### src/hdl/affine_vertex_transform_macros.svh
// assertion macros for the affine vertex transform
`ifndef AFFINE_VERTEX_TRANSFORM_MACROS_SVH
`define AFFINE_VERTEX_TRANSFORM_MACROS_SVH

`ifndef ASSERT_OFF
// checked property, quiet while reset is high
`define AVT_ASSERT(lbl, clk, rst, prop, msg) \
  lbl: assert property (@(posedge clk) disable iff (rst) prop) else $error(msg);
// checked property, also during reset
`define AVT_ASSERT_ALWAYS(lbl, clk, prop, msg) \
  lbl: assert property (@(posedge clk) prop) else $error(msg);
`else
`define AVT_ASSERT(lbl, clk, rst, prop, msg)
`define AVT_ASSERT_ALWAYS(lbl, clk, prop, msg)
`endif

`endif

### src/hdl/avt_pkg.sv
// shared types and constants of the affine vertex transform
package avt_pkg;

  localparam int MAT_W      = 32;
  localparam int CFG_W      = 64;
  localparam int CFG_ADDR_W = 3;

  typedef logic [CFG_ADDR_W-1:0] reg_index_t;
  typedef logic [1:0]            mode_t;

  // register indexes
  localparam reg_index_t REG_MATRIX_LAST = 3'd5;
  localparam reg_index_t REG_MODE        = 3'd6;
  localparam reg_index_t REG_AXIS        = 3'd7;

  // transform modes
  localparam mode_t MODE_PASS  = 2'd0;
  localparam mode_t MODE_FULL  = 2'd1;
  localparam mode_t MODE_RIGID = 2'd2;

endpackage

### src/hdl/avt_basis.sv
// unit basis builder: column length by integer square root, then serial division
`include "affine_vertex_transform_macros.svh"

module avt_basis #(
  parameter int FRAC_BITS = 16
) (
  input  logic                              clk,
  input  logic                              rst,
  input  logic                              start,
  input  logic signed [avt_pkg::MAT_W-1:0]  mat [9],
  output logic                              basis_ready,
  output logic signed [avt_pkg::MAT_W-1:0]  unit_basis [9]
);

  localparam int MW    = avt_pkg::MAT_W;
  localparam int NUM_W = MW + FRAC_BITS + 1;
  localparam int CNT_W = $clog2(NUM_W);

  localparam logic [2:0] ST_IDLE = 3'd0;
  localparam logic [2:0] ST_SQR  = 3'd1;
  localparam logic [2:0] ST_ROOT = 3'd2;
  localparam logic [2:0] ST_NORM = 3'd3;
  localparam logic [2:0] ST_DIV  = 3'd4;

  localparam logic signed [MW-1:0] UNIT_ONE = MW'(1) << FRAC_BITS;

  logic [2:0]       state;
  logic [1:0]       col;
  logic [1:0]       idx;
  logic [CNT_W-1:0] cnt;
  logic [2*MW-1:0]  sum_sq;
  logic [2*MW-1:0]  rad;
  logic [MW+1:0]    rem_r;
  logic [MW-1:0]    root;
  logic [NUM_W-1:0] num;
  logic [MW:0]      drem;
  logic             neg;

  logic [3:0]           sel;
  logic signed [MW-1:0] v;
  logic [MW-1:0]        vmag;
  logic [2*MW-1:0]      sq;
  logic [2*MW-1:0]      sum_next;
  logic [MW+1:0]        rem_sh;
  logic [MW+1:0]        trial;
  logic [MW:0]          drem_sh;
  logic                 qbit;
  logic [NUM_W-1:0]     num_next;
  logic [MW-1:0]        q_word;

  always_comb begin
    sel      = 4'(col) * 4'd3 + 4'(idx);
    v        = mat[sel];
    vmag     = v[MW-1] ? MW'(-v) : MW'(v);
    sq       = vmag * vmag;
    sum_next = sum_sq + sq;
    rem_sh   = {rem_r[MW-1:0], rad[2*MW-1:2*MW-2]};
    trial    = {root, 2'b01};
    drem_sh  = {drem[MW-1:0], num[NUM_W-1]};
    qbit     = (drem_sh >= {1'b0, root});
    num_next = {num[NUM_W-2:0], qbit};
    q_word   = num_next[MW-1:0];
  end

  always_ff @(posedge clk) begin
    if (rst || start) begin
      state       <= ST_SQR;
      col         <= '0;
      idx         <= '0;
      sum_sq      <= '0;
      basis_ready <= 1'b0;
    end else begin
      unique case (state)
        ST_IDLE: begin
        end
        ST_SQR: begin
          if (idx == 2'd2) begin
            idx   <= '0;
            rad   <= sum_next;
            rem_r <= '0;
            root  <= '0;
            cnt   <= CNT_W'(MW - 1);
            state <= ST_ROOT;
          end else begin
            idx    <= idx + 2'd1;
            sum_sq <= sum_next;
          end
        end
        ST_ROOT: begin
          // one result bit per cycle, two radicand bits in
          if (rem_sh >= trial) begin
            rem_r <= rem_sh - trial;
            root  <= {root[MW-2:0], 1'b1};
          end else begin
            rem_r <= rem_sh;
            root  <= {root[MW-2:0], 1'b0};
          end
          rad <= rad << 2;
          if (cnt == '0) begin
            state <= ST_NORM;
          end else begin
            cnt <= cnt - CNT_W'(1);
          end
        end
        ST_NORM: begin
          if (root == '0) begin
            // zero-length column becomes the y axis
            unit_basis[sel] <= (idx == 2'd1) ? UNIT_ONE : '0;
            if (idx == 2'd2) begin
              idx <= '0;
              if (col == 2'd2) begin
                state       <= ST_IDLE;
                basis_ready <= 1'b1;
              end else begin
                col    <= col + 2'd1;
                sum_sq <= '0;
                state  <= ST_SQR;
              end
            end else begin
              idx <= idx + 2'd1;
            end
          end else begin
            num   <= (NUM_W'(vmag) << FRAC_BITS) + NUM_W'(root >> 1);
            drem  <= '0;
            neg   <= v[MW-1];
            cnt   <= CNT_W'(NUM_W - 1);
            state <= ST_DIV;
          end
        end
        ST_DIV: begin
          drem <= qbit ? (drem_sh - {1'b0, root}) : drem_sh;
          num  <= num_next;
          if (cnt == '0) begin
            unit_basis[sel] <= neg ? MW'(-q_word) : q_word;
            if (idx == 2'd2) begin
              idx <= '0;
              if (col == 2'd2) begin
                state       <= ST_IDLE;
                basis_ready <= 1'b1;
              end else begin
                col    <= col + 2'd1;
                sum_sq <= '0;
                state  <= ST_SQR;
              end
            end else begin
              idx   <= idx + 2'd1;
              state <= ST_NORM;
            end
          end else begin
            cnt <= cnt - CNT_W'(1);
          end
        end
        default: state <= ST_IDLE;
      endcase
    end
  end

  `AVT_ASSERT(a_ready_only_idle, clk, rst, basis_ready |-> state == ST_IDLE, "basis ready while busy")
  `AVT_ASSERT(a_start_drops_ready, clk, rst, start |=> !basis_ready, "stale basis after matrix write")

endmodule

### config.mk
export PLATFORM = sky130hd
export DESIGN_NAME = avt_basis
export DESIGN_NICKNAME = d
export VERILOG_FILES = /design/src/hdl/avt_pkg.sv /design/src/hdl/avt_basis.sv
export VERILOG_INCLUDE_DIRS = /design/src /design/src/hdl
export SDC_FILE = /design/constraint.sdc
export NUM_CORES = 2
export LEC_CHECK = 0
export ABC_AREA = 1
export BUFFER_PORTS_ARGS = -buffer_cell sky130_fd_sc_hd__buf_4
export CORE_UTILIZATION = 45
export DETAILED_ROUTE_END_ITERATION = 10
export PLACE_DENSITY = 0.6
export SETUP_SLACK_MARGIN = 0.15
export SLEW_MARGIN = 25
export SYNTH_ARGS = -nofsm -noshare
export SYNTH_HDL_FRONTEND = slang
export SYNTH_SLANG_ARGS = --single-unit
### constraint.sdc
create_clock -name clk -period 18.8 [get_ports clk]
set_input_delay 3.76 -clock clk [delete_from_list [all_inputs] [get_ports clk]]
set_output_delay 3.76 -clock clk [all_outputs]
set_load 0.05 [all_outputs]
==> metrics <==
largest net degree at the start of global routing=129; Routed WL=220.0 mm; async set-reset flop share out of synthesis=0%; Worst-Margin Slew=1.142 ns; final std cells w/o fill=9596; # resized after CTS=0; max-slew violation count=0; layout cell share with drive strength beyond 1=11.80%; number of unique standard cell types used by synthesis=62; dpl hpwl=171.7 mm; Max-Cap Viols=0; number of global-route vias before repair=51610; minimum clock period=14.23 ns; Yosys reg bits=576; slew margin rel.=23.65%; Setup TNS=0 ns; CTS Root Cell=clkbuf_16; min-delay worst type=flop to flop; clock slew at reported path FFs=0.06 ns; CTS tree=done; filler cell count=12990; Area growth syn-to-layout=14.39%; Num CTS Buffers=71; Critical Path Slowest Stage Cell=clkinv_1; DR WL/cell=22.93 um; DRC viols=0; hold path cells=2; Tcrit/Tclk final=75.71%; GR Util All Layers=31.74%; commonest non-fill, non-tap cells in the layout=inv_1, nand2_1, nor2_1; number of setup buffers added after CTS=0; initial core utilization=45.51%; row cnt=135; grt total ovfl=0; Post-synth top flop=edfxtp_1; first-pass GRT wire length=327.8 mm; WHS Endpoint=sum_sq[31]$_SDFFE_PP0P_; Final Hold Vio Count=0; Post-synth EDFFs=504; worst-skew pair later-pin latency=0.70 ns; Highest Clock Rate=0.07026 GHz; Worst Path Required=19.19 ns; CP max FO=30; Seq/Total Area, Yosys=26.79%; nets=9262; die width=372.8 um; GPL Wtd Cong=0.9647; biggest cell delay along the critical path=0.93 ns; drt via density=5.316; RSZ-0062 raised after global routing=no; I/O Buffers=579; drt pass-1 iters=7; Post-DRT Antenna Nets=0; endpoints failing setup=0; I/O pin total=580; Max clock buf depth=3; placed cell count=9464; Worst setup EP type=flop; Die Area=139000 um^2; worst reg2reg setup slack=5.55 ns; HP Start=sum_sq[31]$_SDFFE_PP0P_; hold_buf cts=0; Via Count=51010; Startpoint Class=primary input; commonest non-fill, non-tap cell in the layout=inv_1; cell mode on critical path=nand2_1; Final Skew=0.06986 ns; Mapped Cells=7233; Crit path buffers/inverters=8; DRT iter0 DRCs=4277; outcome=finished clean; Yosys warnings=0; Max H-tree Level=3; initial antenna violation count=3; reg2reg start=col[1]$_SDFFE_PP0P_; PnR worst setup slack=4.566 ns; WP data arrival=14.63 ns; Core ar.=136000 um^2; clock sink total=576; Die Ht=372.8 um; Mapped Area=61880 um^2; capturing point of the worst reg2reg path=rad[53]$_DFFE_PP_; pre-CTS WS=4.114 ns; Syn Area/Cell=8.556 um^2; R2R depth=44; CP top delay family=adder cells; hold slack=0.4624 ns; WS Path Type=primary input to flop
==> final cells by class <==
cell class              count  area (um^2)  share of cell area (%)
flip-flops and latches    576        16580                   23.42
clock buffers              82         1848                   2.611
diodes                      1        2.502                0.003535
inverters                1580         5942                   8.394
well taps                1781         2228                   3.148
multi-input cells        4863        38570                   54.48
repair buffers            665         5090                   7.190
clock inverters            48        536.8                  0.7582
==> metrics by stage <==
step	cell area, um^2	utilization (%)
floorplan	61970	-
global placement	68260	50.20
detailed placement	68380	50.29
CTS	70760	52.04
global route	70790	52.06
finish	70790	52.06
==> flip-flops by register name, summed over array words and instances (netlist names) <==
name / count
state: 3
unit_basis: 288
basis_ready: 1
root: 32
sum_sq: 64
rad: 64
drem: 32
idx: 2
rem_r: 32
col: 2
num: 49
neg: 1
cnt: 6
==> cell families (layout without fill, tap and decap cells) <==
logic type      after synthesis  in the layout  synth area share, %
simple gates               2747           2747                17.98
buf+inv                    1817           2375                11.45
fa+ha+maj                  1214           1214                35.17
compound gates              708            708                6.207
flops                       576            576                26.79
xor+xnor                    168            168                2.378
other cells                   2             26              0.01214
mux                           1              1              0.01618
==> synth_stat cells (19+ instances only) <==
library cell  number  share of area, %
ha_1             338               6.8
dfxtp_1           72               2.3
inv_1           1543               9.4
nor2_2            25              0.25
fa_1             876                28
clkbuf_1         131              0.79
inv_2             19              0.12
o21ai_0          227               1.8
xnor2_1           66              0.93
nor3_1            43              0.35
buf_2             62              0.50
a21oi_1          352               2.8
xor2_1           102               1.4
nand3_1          245               2.0
nor4_1            19              0.19
nand4_1           30              0.30
nor2_1           949               5.8
edfxtp_1         504                24
nand2_1         1361               8.3
or2_2             25              0.25
a31oi_1           27              0.27
==> how the worst max path moves through the flow <==
stage / from / end / slack [ns] / depth (start not counted)
finish: mat[32] / rad[53]$_DFFE_PP_ / 4.57 / 41
global placement: mat[32] / rad[53]$_DFFE_PP_ / 4.17 / 41
detailed placement: mat[32] / rad[53]$_DFFE_PP_ / 4.11 / 41
floorplan: mat[32] / rad[47]$_DFFE_PP_ / 6.41 / 42
CTS: mat[32] / rad[53]$_DFFE_PP_ / 4.68 / 41
global route: mat[32] / rad[53]$_DFFE_PP_ / 3.99 / 43
==> metal layers <==
| layer | GRT usage, % | part of all wire (%) | up-vias |
|---|---|---|---|
| li1 | - | - | 23160 |
| met1 | 40.90 | 40 | 25320 |
| met2 | 50.91 | 46 | 2080 |
| met3 | 5.267 | 7.5 | 448 |
| met4 | 17.67 | 6.6 | 2 |
| met5 | 0 | 0.0059 | - |
==> worst register-to-register path, delay by kind of cell, from the launching register on <==
family / cells / cell delay [ns]
and+or+nand+nor: 19 / 2.51
buffers and inverters: 9 / 2.60
adders and majority gates: 13 / 6.07
DFF: 1 / 0.44
AOI/OAI and AO/OA: 3 / 1.30
Power is not shown: default switching activity piles up to over one toggle a cycle in this logic, so the estimate is an artifact.
